--- config.mk ---
export PLATFORM = sky130hd
export DESIGN_NAME = infix_expression_evaluator
export DESIGN_NICKNAME = d
export VERILOG_FILES = /design/src/rtl/iee_pkg.sv /design/src/rtl/infix_expression_evaluator.sv /design/src/rtl/iee_divider.sv /design/src/rtl/iee_datapath.sv /design/src/rtl/iee_ctrl.sv
export SDC_FILE = /design/constraint.sdc
export NUM_CORES = 2
export LEC_CHECK = 0
export ABC_AREA = 0
export BUFFER_PORTS_ARGS = -buffer_cell sky130_fd_sc_hd__buf_2
export CAP_MARGIN = 20
export CORE_MARGIN = 5
export CORE_UTILIZATION = 38
export CTS_CLUSTER_SIZE = 25
export DETAILED_ROUTE_END_ITERATION = 6
export PLACE_DENSITY_LB_ADDON = 0.08
export SYNTH_ARGS = -nofsm -noshare
export SYNTH_HDL_FRONTEND = slang
export SYNTH_SLANG_ARGS = --single-unit
--- constraint.sdc ---
create_clock -name clk -period 13.15 [get_ports clk]
set_clock_uncertainty 0.1 [all_clocks]
set_input_delay 0.6575 -clock clk [delete_from_list [all_inputs] [get_ports clk]]
set_output_delay 0.6575 -clock clk [all_outputs]
set_load 0.005 [all_outputs]
--- src/rtl/iee_pkg.sv ---
// Package for the infix expression evaluator: codes, state enum, command/status structs.
// No dependencies.
`default_nettype none
package iee_pkg;
  localparam int StackDepthDef = 16;
  localparam int ValueWidthDef = 32;

  typedef enum logic [2:0] {
    ST_OK       = 3'd0,
    ST_DIV0     = 3'd1,
    ST_MISSING  = 3'd2,
    ST_OVERFLOW = 3'd3,
    ST_BADCHAR  = 3'd4
  } status_t;

  typedef enum logic [1:0] {
    OP_ADD = 2'd0,
    OP_SUB = 2'd1,
    OP_MUL = 2'd2,
    OP_DIV = 2'd3
  } op_t;

  localparam logic [7:0] ChZero  = 8'h30;
  localparam logic [7:0] ChNine  = 8'h39;
  localparam logic [7:0] ChPlus  = 8'h2B;
  localparam logic [7:0] ChMinus = 8'h2D;
  localparam logic [7:0] ChStar  = 8'h2A;
  localparam logic [7:0] ChSlash = 8'h2F;

  typedef enum logic [3:0] {
    S_IDLE, S_CHECK, S_RD, S_RD2, S_EXEC, S_DIV, S_WB, S_PUSHOP, S_FIN, S_FINRD, S_OUT
  } state_t;

  // controller -> datapath
  typedef struct packed {
    logic push_digit;  // push digit onto operand stack
    logic push_op;     // push current operator
    logic pop_op;      // pop operator stack (latch top op)
    logic rd_lhs;      // read operand at count-2
    logic rd_rhs;      // read operand at count-1
    logic exec;        // compute add/sub/mul or start divide
    logic wb;          // write result, count -= 1
    logic rd_bottom;   // read entry 0
    logic load_out;    // load output register
    logic clear;       // clear counts and error
    logic set_err;
    status_t err;
  } cmd_t;

  // datapath -> controller
  typedef struct packed {
    logic opnd_full;
    logic opr_full;
    logic opr_empty;
    logic top_ge;      // stacked top precedence >= current
    logic opnd_lt2;
    logic opnd_one;
    logic rhs_zero;
    logic is_div;
    logic div_done;
  } stat_t;
endpackage
`default_nettype wire

--- src/rtl/infix_expression_evaluator.sv ---
// Top level of the infix expression evaluator: controller plus datapath.
// Depends on iee_pkg, iee_ctrl, iee_datapath.
// A digit is pushed; an operator first applies each stacked operator of no lower precedence.
// Last item drains pending operators, loads the result; out_tvalid rises as in_tready returns.
// Throughput: one item at a time; a result still waiting for out_tready holds the final item.
// Reset (rst_n low, synchronous) empties both stacks, clears the error and output valid.
`default_nettype none
module infix_expression_evaluator import iee_pkg::*; #(
  parameter int STACK_DEPTH = StackDepthDef,
  parameter int VALUE_WIDTH = ValueWidthDef
) (
  input  wire logic        clk,
  input  wire logic        rst_n,
  input  wire logic        in_tvalid,
  output logic             in_tready,
  input  wire logic [7:0]  in_tdata,   // [7:0] symbol
  input  wire logic        in_tlast,   // final_symbol
  output logic             out_tvalid,
  input  wire logic        out_tready,
  output logic [39:0]      out_tdata   // [31:0] value, [34:32] status, zero fill
);
  cmd_t cmd;
  stat_t stat;
  status_t err_code;
  logic [7:0] sym;
  logic [31:0] val;
  logic [2:0] st;

  iee_ctrl u_ctrl (
    .clk(clk), .rst_n(rst_n), .in_tvalid(in_tvalid), .in_tready(in_tready),
    .in_sym(in_tdata), .in_last(in_tlast), .sym(sym), .out_tvalid(out_tvalid),
    .out_tready(out_tready), .cmd(cmd), .stat(stat), .err_code(err_code)
  );

  iee_datapath #(.STACK_DEPTH(STACK_DEPTH), .VALUE_WIDTH(VALUE_WIDTH)) u_dp (
    .clk(clk), .rst_n(rst_n), .sym(sym), .cmd(cmd), .stat(stat),
    .err_code(err_code), .out_value(val), .out_status(st)
  );

  assign out_tdata = {5'd0, st, val};
endmodule
`default_nettype wire

--- src/rtl/iee_divider.sv ---
// Iterative signed divider, one quotient bit per cycle, truncating toward zero.
// Depends on iee_pkg.
`default_nettype none
module iee_divider import iee_pkg::*; #(
  parameter int VALUE_WIDTH = ValueWidthDef
) (
  input  wire logic                   clk,
  input  wire logic                   rst_n,
  input  wire logic                   start,
  input  wire logic [VALUE_WIDTH-1:0] dividend,
  input  wire logic [VALUE_WIDTH-1:0] divisor,
  output logic                        done,
  output logic [VALUE_WIDTH-1:0]      quotient
);
  localparam int CW = $clog2(VALUE_WIDTH + 1);
  logic [VALUE_WIDTH-1:0] q_r, q_nxt, d_r, d_nxt;
  logic [VALUE_WIDTH:0]   rem_r, rem_nxt, trial;
  logic [CW-1:0]          cnt_r, cnt_nxt;
  logic busy_r, busy_nxt, neg_r, neg_nxt, done_r, done_nxt;

  always_comb begin
    q_nxt = q_r; d_nxt = d_r; rem_nxt = rem_r; cnt_nxt = cnt_r;
    busy_nxt = busy_r; neg_nxt = neg_r; done_nxt = 1'b0;
    trial = {rem_r[VALUE_WIDTH-1:0], q_r[VALUE_WIDTH-1]} - {1'b0, d_r};
    if (start) begin
      q_nxt = dividend[VALUE_WIDTH-1] ? -dividend : dividend;
      d_nxt = divisor[VALUE_WIDTH-1] ? -divisor : divisor;
      neg_nxt = dividend[VALUE_WIDTH-1] ^ divisor[VALUE_WIDTH-1];
      rem_nxt = '0;
      cnt_nxt = CW'(VALUE_WIDTH);
      busy_nxt = 1'b1;
    end else if (busy_r) begin
      if (!trial[VALUE_WIDTH]) begin
        rem_nxt = trial;
        q_nxt = {q_r[VALUE_WIDTH-2:0], 1'b1};
      end else begin
        rem_nxt = {rem_r[VALUE_WIDTH-1:0], q_r[VALUE_WIDTH-1]};
        q_nxt = {q_r[VALUE_WIDTH-2:0], 1'b0};
      end
      cnt_nxt = cnt_r - 1'b1;
      if (cnt_r == CW'(1)) begin
        busy_nxt = 1'b0;
        done_nxt = 1'b1;
      end
    end
  end

  always_ff @(posedge clk) begin
    if (!rst_n) begin
      busy_r <= 1'b0;
      done_r <= 1'b0;
      cnt_r  <= '0;
    end else begin
      busy_r <= busy_nxt;
      done_r <= done_nxt;
      cnt_r  <= cnt_nxt;
    end
    q_r <= q_nxt; d_r <= d_nxt; rem_r <= rem_nxt; neg_r <= neg_nxt;
  end

  assign done = done_r;
  assign quotient = neg_r ? -q_r : q_r;
endmodule
`default_nettype wire

--- src/rtl/iee_datapath.sv ---
// Datapath: operand and operator stacks, ALU with multiplier and divider, output register.
// Depends on iee_pkg and iee_divider.
`default_nettype none
module iee_datapath import iee_pkg::*; #(
  parameter int STACK_DEPTH = StackDepthDef,
  parameter int VALUE_WIDTH = ValueWidthDef
) (
  input  wire logic       clk,
  input  wire logic       rst_n,
  input  wire logic [7:0] sym,
  input  wire cmd_t       cmd,
  output stat_t           stat,
  output status_t         err_code,
  output logic [31:0]     out_value,
  output logic [2:0]      out_status
);
  localparam int AW = (STACK_DEPTH > 1) ? $clog2(STACK_DEPTH) : 1;
  localparam int CW = $clog2(STACK_DEPTH + 1);

  logic [VALUE_WIDTH-1:0] opnd_mem [STACK_DEPTH];
  logic [1:0]             opr_mem  [STACK_DEPTH];
  logic [CW-1:0] ocnt_r, ocnt_nxt, pcnt_r, pcnt_nxt;
  status_t err_r, err_nxt;
  logic [VALUE_WIDTH-1:0] rhs_r, rd_r, res_r;
  logic [1:0] op_r, top_op_r, cur_code;
  logic [31:0] oval_r;
  logic [2:0]  ostat_r;
  logic [VALUE_WIDTH-1:0] quo;
  logic div_done;
  logic [CW-1:0] rd_idx;

  always_comb begin
    case (sym)
      ChPlus:  cur_code = OP_ADD;
      ChMinus: cur_code = OP_SUB;
      ChStar:  cur_code = OP_MUL;
      default: cur_code = OP_DIV;
    endcase
  end

  always_comb begin
    ocnt_nxt = ocnt_r; pcnt_nxt = pcnt_r; err_nxt = err_r;
    if (cmd.push_digit) ocnt_nxt = ocnt_r + 1'b1;
    if (cmd.push_op) pcnt_nxt = pcnt_r + 1'b1;
    if (cmd.pop_op) pcnt_nxt = pcnt_r - 1'b1;
    if (cmd.wb) ocnt_nxt = ocnt_r - 1'b1;
    if (cmd.set_err && err_r == ST_OK) err_nxt = cmd.err;
    if (cmd.clear) begin
      ocnt_nxt = '0; pcnt_nxt = '0; err_nxt = ST_OK;
    end
  end

  // the result replaces the left operand, one below the top
  always_comb begin
    rd_idx = ocnt_r - 1'b1;
    if (cmd.rd_lhs || cmd.wb) rd_idx = ocnt_r - CW'(2);
    if (cmd.rd_bottom) rd_idx = '0;
  end

  always_ff @(posedge clk) begin
    if (!rst_n) begin
      ocnt_r <= '0;
      pcnt_r <= '0;
      err_r  <= ST_OK;
    end else begin
      ocnt_r <= ocnt_nxt;
      pcnt_r <= pcnt_nxt;
      err_r  <= err_nxt;
    end
  end

  // stack memories, one write and one registered read each
  always_ff @(posedge clk) begin
    if (cmd.push_digit)
      opnd_mem[ocnt_r[AW-1:0]] <= VALUE_WIDTH'(sym - ChZero);
    else if (cmd.wb)
      opnd_mem[rd_idx[AW-1:0]] <= res_r;
    rd_r <= opnd_mem[rd_idx[AW-1:0]];
    if (cmd.push_op) opr_mem[pcnt_r[AW-1:0]] <= cur_code;
    // a fresh push is the new top; bypass the memory read
    top_op_r <= cmd.push_op ? cur_code : opr_mem[AW'(pcnt_r - 1'b1)];
  end

  always_ff @(posedge clk) begin
    if (cmd.pop_op) op_r <= top_op_r;
    if (cmd.rd_lhs) rhs_r <= rd_r;   // rhs read issued the cycle before
    if (cmd.exec) begin
      case (op_r)
        OP_ADD:  res_r <= rd_r + rhs_r;
        OP_SUB:  res_r <= rd_r - rhs_r;
        OP_MUL:  res_r <= rd_r * rhs_r;
        default: res_r <= res_r;
      endcase
    end else if (div_done) begin
      res_r <= quo;
    end
    if (cmd.load_out) begin
      ostat_r <= err_r;
      oval_r  <= (err_r == ST_OK) ? 32'($signed(rd_r)) : 32'd0;
    end
  end

  iee_divider #(.VALUE_WIDTH(VALUE_WIDTH)) u_div (
    .clk(clk), .rst_n(rst_n),
    .start(cmd.exec && op_r == OP_DIV),
    .dividend(rd_r), .divisor(rhs_r),
    .done(div_done), .quotient(quo)
  );

  assign stat.opnd_full = (ocnt_r == CW'(STACK_DEPTH));
  assign stat.opr_full  = (pcnt_r == CW'(STACK_DEPTH));
  assign stat.opr_empty = (pcnt_r == '0);
  assign stat.top_ge    = (top_op_r[1] >= cur_code[1]);
  assign stat.opnd_lt2  = (ocnt_r < CW'(2));
  assign stat.opnd_one  = (ocnt_r == CW'(1));
  assign stat.rhs_zero  = (rhs_r == '0);
  assign stat.is_div    = (op_r == OP_DIV);
  assign stat.div_done  = div_done;
  assign err_code   = err_r;
  assign out_value  = oval_r;
  assign out_status = ostat_r;
endmodule
`default_nettype wire

--- src/rtl/iee_ctrl.sv ---
// Controller state machine: sequences pushes, operator application and the result.
// Depends on iee_pkg.
`default_nettype none
module iee_ctrl import iee_pkg::*; (
  input  wire logic       clk,
  input  wire logic       rst_n,
  input  wire logic       in_tvalid,
  output logic            in_tready,
  input  wire logic [7:0] in_sym,
  input  wire logic       in_last,
  output logic [7:0]      sym,
  output logic            out_tvalid,
  input  wire logic       out_tready,
  output cmd_t            cmd,
  input  wire stat_t      stat,
  input  wire status_t    err_code
);
  state_t state_r, state_nxt;
  logic [7:0] sym_r;
  logic last_r, is_digit, is_op, ov_r, ov_nxt;

  assign sym = sym_r;
  assign is_digit = (sym_r >= ChZero) && (sym_r <= ChNine);
  assign is_op = (sym_r == ChPlus) || (sym_r == ChMinus) ||
                 (sym_r == ChStar) || (sym_r == ChSlash);

  always_comb begin
    state_nxt = state_r;
    ov_nxt = ov_r && !out_tready;
    cmd = '0;
    cmd.err = ST_OK;
    in_tready = 1'b0;
    case (state_r)
      S_IDLE: begin
        in_tready = 1'b1;
        if (in_tvalid) state_nxt = S_CHECK;
      end
      S_CHECK: begin
        if (err_code != ST_OK) begin
          state_nxt = last_r ? S_FIN : S_IDLE;
        end else if (is_digit) begin
          if (stat.opnd_full) begin
            cmd.set_err = 1'b1; cmd.err = ST_OVERFLOW;
          end else begin
            cmd.push_digit = 1'b1;
          end
          state_nxt = last_r ? S_FIN : S_IDLE;
        end else if (!is_op) begin
          cmd.set_err = 1'b1; cmd.err = ST_BADCHAR;
          state_nxt = last_r ? S_FIN : S_IDLE;
        end else if (!stat.opr_empty && stat.top_ge) begin
          cmd.pop_op = 1'b1;
          state_nxt = S_RD;
        end else begin
          state_nxt = S_PUSHOP;
        end
      end
      S_RD: begin
        if (stat.opnd_lt2) begin
          cmd.set_err = 1'b1; cmd.err = ST_MISSING;
          state_nxt = last_r ? S_FIN : S_IDLE;
        end else begin
          cmd.rd_rhs = 1'b1;
          state_nxt = S_RD2;
        end
      end
      S_RD2: begin
        cmd.rd_lhs = 1'b1;
        state_nxt = S_EXEC;
      end
      S_EXEC: begin
        if (stat.is_div && stat.rhs_zero) begin
          cmd.set_err = 1'b1; cmd.err = ST_DIV0;
          state_nxt = last_r ? S_FIN : S_IDLE;
        end else begin
          cmd.exec = 1'b1;
          state_nxt = stat.is_div ? S_DIV : S_WB;
        end
      end
      S_DIV: if (stat.div_done) state_nxt = S_WB;
      S_WB: begin
        cmd.wb = 1'b1;
        // an incoming operator rechecks the stack top; the drain returns to S_FIN
        state_nxt = is_op ? S_CHECK : S_FIN;
      end
      S_PUSHOP: begin
        if (stat.opr_full) begin
          cmd.set_err = 1'b1; cmd.err = ST_OVERFLOW;
        end else begin
          cmd.push_op = 1'b1;
        end
        state_nxt = last_r ? S_FIN : S_IDLE;
      end
      S_FIN: begin
        // drain pending operators; sym is forced non-operator
        if (err_code == ST_OK && !stat.opr_empty) begin
          cmd.pop_op = 1'b1;
          state_nxt = S_RD;
        end else begin
          if (err_code == ST_OK && !stat.opnd_one) begin
            cmd.set_err = 1'b1; cmd.err = ST_MISSING;
          end
          cmd.rd_bottom = 1'b1;
          state_nxt = S_FINRD;
        end
      end
      S_FINRD: begin
        if (!ov_r) begin
          cmd.load_out = 1'b1;
          cmd.clear = 1'b1;
          ov_nxt = 1'b1;
          state_nxt = S_IDLE;
        end
      end
      default: state_nxt = S_IDLE;
    endcase
  end

  always_ff @(posedge clk) begin
    if (!rst_n) begin
      state_r <= S_IDLE;
      ov_r    <= 1'b0;
      last_r  <= 1'b0;
    end else begin
      state_r <= state_nxt;
      ov_r    <= ov_nxt;
      if (in_tready && in_tvalid) last_r <= in_last;
      else if (state_nxt == S_FIN && state_r != S_FIN && state_r != S_RD) last_r <= 1'b1;
    end
    if (in_tready && in_tvalid) sym_r <= in_sym;
    else if (state_r == S_FIN && state_nxt == S_RD) sym_r <= 8'd0;
  end

  assign out_tvalid = ov_r;

  a_wb_only_after_exec: assert property (@(posedge clk) disable iff (!rst_n)
    cmd.wb |-> $past(state_r == S_EXEC || state_r == S_DIV)) else $error("wb out of order");
  a_no_accept_busy: assert property (@(posedge clk) disable iff (!rst_n)
    in_tready |-> state_r == S_IDLE) else $error("ready while busy");
  a_load_needs_slot: assert property (@(posedge clk) disable iff (!rst_n)
    cmd.load_out |-> !ov_r) else $error("output overwritten");
endmodule
`default_nettype wire
# [Word-level counts from Yosys, hierarchy flattened]
# Memory sizes are Yosys's and may differ from the RTL's. A register that Yosys moved wholly into a read port is not among the register bits.
# Index checks and enable logic that the tools add are counted.
[op_classes] n_addsub=13 mux=85 n_mul=1 n_reduce_logical=36 order_cmp=4 n_eq_ne=25 n_bitwise=3
[ops] op="32-bit 2-to-1 mux" count=8
[ops] op="32-bit negation" count=3
[ops] op="32-bit one-hot mux with 3 select lines" count=1
[ops] op="4-bit 2-to-1 mux" count=23
[ops] op="4-bit one-hot mux with 10 select lines" count=1
[ops] op="1-bit 2-to-1 mux" count=35
[ops] op="33-bit by 32-bit subtractor with 33-bit output" count=1
[ops] op="32-bit adder" count=1
[ops] op="8-bit by 6-bit equality test with 1-bit output (second input constant)" count=4
[ops] op="32-bit zero test" count=1
[ops] op="32-bit by 32-bit multiplier with 32-bit output" count=1
[ops] op="32-bit OR reduction" count=1
[ops] op="32-bit subtractor" count=1
[ops] op="31-bit 2-to-1 mux" count=1
[ops] op="5-bit 2-to-1 mux" count=4
[ops] op="4-bit one-hot mux with 5 select lines" count=1
[ops] op="4-bit by 3-bit equality test with 1-bit output (second input constant)" count=4
[ops] op="8-bit 2-to-1 mux" count=2
[ops] op="4-bit by 2-bit equality test with 1-bit output (second input constant)" count=3
[ops] op="4-bit equality test (second input constant)" count=3
[ops] op="1-bit logical AND" count=12
[ops] op="6-bit 2-to-1 mux" count=2
[ops] op="2-bit nonzero test" count=6
[ops] op="5-bit by 1-bit adder with 5-bit output (second input constant)" count=2
[ops] op="other kinds (32)" count=46
[totals] in_bits=13 output_inout_bits=42 elab_cells=191 ramBits=544 mem_count=2 reg_bits=235
[memory_table] memory="u_dp.opnd_mem" depth=16 word_bits=32 rd=1 rd_clocked_by_memory_dff=1 wr=1 line="iee_datapath.sv:20" rtl="logic [VALUE_WIDTH-1:0] opnd_mem [STACK_DEPTH];"
[memory_table] memory="u_dp.opr_mem" depth=16 word_bits=2 rd=1 rd_clocked_by_memory_dff=0 wr=1 line="iee_datapath.sv:21" rtl="logic [1:0] opr_mem [STACK_DEPTH];"

# [Logic depth before layout (Yosys ltp)]
[logic_depth] ltp_word=14 mapped_depth=29

# [Modules after synthesis]
# Synthesis repeated with hierarchy kept, for this count alone.
[hier_totals] hier_cells=5041 area_unflattened_um2=54218.2
[by_module_without_submodules] mod="iee_datapath" seq_area_each_um2=20309.5 cells_per_inst=4024 area_per_inst_um2=45337.2 instances=1
[by_module_without_submodules] mod="iee_divider" seq_area_each_um2=2752.6 cells_per_inst=898 area_per_inst_um2=7851.3 instances=1
[by_module_without_submodules] mod="iee_ctrl" seq_area_each_um2=360.3 cells_per_inst=113 area_per_inst_um2=988.4 instances=1
[by_module_without_submodules] mod="infix_expression_evaluator" seq_area_each_um2=0.0 cells_per_inst=6 area_per_inst_um2=41.3 instances=1

# [Worst setup path after synthesis]
# No wires, ideal clock.
[synth_path] kind="register to register" from="register u_dp.rhs_r[7]" to="register u_dp.res_r[31] (data pin)" arrival_ns=6.992 setup_slack_ns=5.797 synth_period_minus_slack_ns=7.353 required_time_ns=12.789 path_stages_with_launch=28 cell_sequence="edfxtp_1 clkbuf_1 clkbuf_1 and2_1 fa_1 fa_1 fa_1 inv_1 fa_1 inv_1 fa_1 inv_1 fa_1 inv_1 fa_1 fa_1 ha_1 clkbuf_1 a21o_1 a21oi_1 o21a_1 o31ai_1 a22o_1 o41ai_1 o21ai_0 xnor2_1 nor2_1 o22ai_1"
[synth_via] elab_chain_len=5
[synth_rtl] element="start: declaration" line="iee_datapath.sv:24" rtl="logic [VALUE_WIDTH-1:0] rhs_r, rd_r, res_r;"
[synth_rtl] element="start signal: assignment" line="iee_datapath.sv:86" rtl="if (cmd.rd_lhs) rhs_r <= rd_r;"
[synth_rtl] element="branches (longest 4 deep; another with 32-bit by 32-bit multiplier with 32-bit output)"
[synth_rtl] element="32-bit 2-to-1 mux *" line="iee_datapath.sv:87" rtl="if (cmd.exec) begin"
[synth_rtl] element="end signal: assignment" line="iee_datapath.sv:89" rtl="OP_ADD: res_r <= rd_r + rhs_r;"
[synth_rtl] element="end signal: assignment" line="iee_datapath.sv:90" rtl="OP_SUB: res_r <= rd_r - rhs_r;"
[synth_rtl] element="end signal: assignment" line="iee_datapath.sv:91" rtl="OP_MUL: res_r <= rd_r * rhs_r;"
[synth_rtl] element="end: declaration" line="iee_datapath.sv:24"
# Every way passes the cells marked *.
# A chain may end at the register's enable or synchronous reset.

# [Final worst setup path]
[layout_path] from="register u_dp.rhs_r[5]" to="register u_dp.res_r[31] (data pin)"
# Same word-level chain as after synthesis.

==> impl_metrics.sql <==
INSERT INTO impl_metrics (metric_group, metric, value, unit) VALUES
('routing', 'wirelength', '168', 'mm'),
('cts', 'clk_pin_slew', '0.07', 'ns'),
('timing', 'tightestPinTransition', '1.03', 'ns'),
('timing', 'report.final.hold_viol_count', '0', ''),
('routing', 'drc', '0', ''),
('routing', 'vias', '36100', ''),
('synth', 'synthXorXnorAreaFrac', '0.0450', ''),
('synth', 'synth_area', '52900', 'µm²'),
('floorplan', 'core-area', '139000', 'µm²'),
('routing', 'detail_route.wl_per_cell', '25.3', 'µm'),
('job', 'max_cap_violations', '0', ''),
('synth', 'syn_avg_cell_area', '11.1', 'µm²'),
('placed_design', 'buffer_ports.inserted', '49', ''),
('worst_hold_path', 'hold_class', 'input pin to flop', ''),
('synth', 'synth-edff-count', '718', ''),
('final_layout', 'syn2layout_area_growth', '10.9', '%'),
('timing', 'finalSetupTns', '0', 'ns'),
('timing', 'rsz_0062_raised_after_global_routing', 'no', ''),
('floorplan', 'floorplan.io_pins', '55', ''),
('floorplan', 'start_util', '0.381', ''),
('synth', 'synth_compound_area_frac', '0.105', ''),
('synth', 'flops_latches_synth', '811', ''),
('floorplan', 'die_width', '383', 'µm'),
('global_routing', 'grt_pass1_wl', '251', 'mm'),
('global_routing', 'gr-usage-all-layers', '0.229', ''),
('global_routing', 'globalRoute.totalOverflow', '0', ''),
('timing', 'fmax', '121', 'MHz'),
('final_layout', 'multiInputGateArea', '26800', 'µm²'),
('setup_path', 'crit_fanout', '17', ''),
('floorplan', 'chipHeight', '383', 'µm'),
('setup_path', 'critical_path_class', 'flop to flop', ''),
('cts', 'clock_buffers_created_by_tritoncts', '95', ''),
('synth', 'synth_seq_area_share', '0.443', ''),
('setup_path', 'cp_data_required_time', '13.44', 'ns'),
('routing', 'antenna_left', '0', ''),
('synth', 'synth_warnings', '0', ''),
('timing', 'final_max_slew_viol_count', '0', ''),
('final_layout', 'num-nets-final', '5337', ''),
('run_status', 'outcome', 'complete, no violations', ''),
('synth', 'library_cell_with_the_largest_summed_area_after_synthesis', 'sky130_fd_sc_hd__edfxtp_1', ''),
('placed_design', 'gp_routability_congestion', '0.850', ''),
('placed_design', 'place.detailed.hpwl', '105', 'mm'),
('final_layout', 'area.sequential', '23400', 'µm²'),
('global_routing', 'first_global_vias', '36900', ''),
('cts', 'worstSkewPairLatency', '0.72', 'ns'),
('timing', 'timing.final.crit_share', '0.630', ''),
('routing', 'drt-initial-drc-count', '2717', ''),
('routing', 'drt_pre_antenna_iters', '7', ''),
('cts', 'hold_buffers', '0', ''),
('synth', 'yosys.cell_count.top_type', 'sky130_fd_sc_hd__edfxtp_1', ''),
('setup_path', 'critical-path-slowest-cell', 'sky130_fd_sc_hd__edfxtp_1', ''),
('final_layout', 'filler_cell_count', '13300', ''),
('synth', 'postSynth.topFlopCell', 'sky130_fd_sc_hd__edfxtp_1', ''),
('cts', 'cts_buffer_depth', '3', ''),
('synth', 'synth_largest_type_area_fraction', '0.407', ''),
('final_layout', 'drive_gt1_frac', '0.0810', ''),
('setup_path', 'end_kind', 'flop', ''),
('timing', 'max_slew_margin', '0.311', ''),
('synth', 'synthesis.instances', '4753', ''),
('synth', 'synth_top_family_by_area', 'adder cells', ''),
('timing', 'final_setup_violation_count', '0', ''),
('setup_path', 'critPathMaxStageDelay', '0.81', 'ns'),
('synth', 'synthTopCellsByArea', 'sky130_fd_sc_hd__edfxtp_1, sky130_fd_sc_hd__fa_1, sky130_fd_sc_hd__ha_1, sky130_fd_sc_hd__and2_1, sky130_fd_sc_hd__nand2_1', ''),
('synth', 'async_sr_flop_fraction', '0', ''),
('synth', 'synthMuxAreaShare', '0.0251', ''),
('cts', 'htree_num_levels', '3', ''),
('setup_path', 'cp_data_arrival_time', '8.58', 'ns'),
('synth', 'post_synth_num_cell_types', '86', ''),
('setup_path', 'crit_path_start_kind', 'flop', ''),
('routing', 'route.detailed.vias_per_inst', '5.41', ''),
('cts', 'cts-root-buf', 'sky130_fd_sc_hd__clkbuf_16', '');
[logic make-up (layout without fill, tap and decap cells)]
| logic type | Yosys count | after routing |
|---|---|---|
| adders and majority gates | 615 | 615 |
| buffers and inverters | 755 | 788 |
| muxes | 122 | 122 |
| other | 1 | 8 |
| DFF | 811 | 811 |
| AOI/OAI and AO/OA | 842 | 842 |
| and+or+nand+nor | 1335 | 1335 |
| xor gates and xnor gates | 272 | 272 |
[path summary, 6_finish.rpt]
kind / startpoint / slack, ns / depth (start not counted) / endpoint
worst max-delay path: u_dp.rhs_r[5]$_DFFE_PP_ / 4.86 / 25 / u_dp.res_r[31]$_DFFE_PP_
worst min-delay path: in_tlast / 0.11 / 3 / u_ctrl.last_r$_SDFFE_PN0P_
worst max register to register: u_dp.rhs_r[5]$_DFFE_PP_ / 4.86 / 25 / u_dp.res_r[31]$_DFFE_PP_
worst min register to register: u_dp.top_op_r[0]$_DFF_P_ / 0.31 / 0 / u_dp.op_r[0]$_DFFE_PP_
[flip-flops by register name, summed over array words and instances, names as in the netlist]
| register | flops |
|---|---|
| u_dp.err_code | 3 |
| u_dp.rd_r | 32 |
| u_dp.res_r | 32 |
| u_dp.rhs_r | 32 |
| u_dp.top_op_r | 2 |
| u_dp.u_div.cnt_r | 6 |
| u_dp.u_div.done | 1 |
| u_ctrl.last_r | 1 |
| u_dp.opnd_mem | 512 |
| u_dp.u_div.neg_r | 1 |
| u_dp.u_div.busy_r | 1 |
| u_dp.out_status | 3 |
| u_dp.u_div.rem_r | 32 |
| u_dp.pcnt_r | 5 |
| u_ctrl.state_r | 4 |
| u_ctrl.out_tvalid | 1 |
| u_dp.out_value | 32 |
| u_dp.op_r | 2 |
| u_dp.opr_mem | 32 |
| u_dp.u_div.d_r | 32 |
| u_dp.u_div.q_r | 32 |
| u_dp.ocnt_r | 5 |
| u_ctrl.sym | 8 |
[critical path: cells and delay by family, from the launching register on]
family          cells  cell delay, ns
compound gates      8            1.69
xor+xnor            1            0.19
flops               1            0.81
simple gates        2            0.34
fa+ha+maj           9            4.25
buf+inv             5            0.59
[cells in the final DEF, fill, tap and decap left out, types with 26 or more instances in the layout]
cell type,Yosys,layout
sky130_fd_sc_hd__o31ai_1,32,32
sky130_fd_sc_hd__a31oi_1,31,31
sky130_fd_sc_hd__o22ai_1,136,136
sky130_fd_sc_hd__mux2i_1,110,110
sky130_fd_sc_hd__buf_2,34,49
sky130_fd_sc_hd__and3_1,28,28
sky130_fd_sc_hd__nor3_1,67,65
sky130_fd_sc_hd__a21oi_1,214,214
sky130_fd_sc_hd__a211oi_1,40,40
sky130_fd_sc_hd__nand3_1,26,26
sky130_fd_sc_hd__a221oi_1,99,99
sky130_fd_sc_hd__fa_1,410,410
sky130_fd_sc_hd__inv_1,446,445
sky130_fd_sc_hd__nor2_1,193,174
sky130_fd_sc_hd__and2_1,349,349
sky130_fd_sc_hd__edfxtp_1,718,718
sky130_fd_sc_hd__dfxtp_1,93,91
sky130_fd_sc_hd__nand2_1,531,527
sky130_fd_sc_hd__ha_1,205,205
sky130_fd_sc_hd__xnor2_1,146,144
sky130_fd_sc_hd__o21ai_0,119,119
sky130_fd_sc_hd__clkbuf_16,0,96
sky130_fd_sc_hd__a32oi_1,34,34
sky130_fd_sc_hd__buf_4,6,113
sky130_fd_sc_hd__nand2b_1,31,31
sky130_fd_sc_hd__xor2_1,126,125
[per-layer routing]
| metal | global-route usage | wire (µm) | part of all wire |
|---|---|---|---|
| met1 | 0.326 | 76600 | 0.45 |
| met3 | 0.0279 | 8370 | 0.050 |
| met5 | 0 | 0 | 0 |
| met2 | 0.375 | 79000 | 0.47 |
| met4 | 0.0586 | 4520 | 0.027 |
[cell type report]
cell class | count | area share
inverter | 447 | 0.0286
tap | 1876 | 0.0400
antenna | 3 | 0.000128
clock inverter | 46 | 0.0112
multi-input combinational | 3191 | 0.457
sequential | 811 | 0.399
clock buffer | 132 | 0.0451
timing repair buffer | 163 | 0.0190
[through the flow]
step,instance area (µm²),hold WS (ns),util,instances,setup slack [ns]
2_1_floorplan,52900,0.286,-,4757,5.80
3_3_place_gp,55400,0.295,0.398,6486,4.99
3_5_place_dp,55400,0.302,0.398,6487,4.95
4_1_cts,58700,0.0526,0.422,6665,4.81
5_1_grt,58700,0.0808,0.422,6666,4.49
6_report,58700,0.106,0.422,6669,4.86
Power is not shown: default switching activity piles up to over one toggle a cycle in this logic, so the estimate is an artifact.
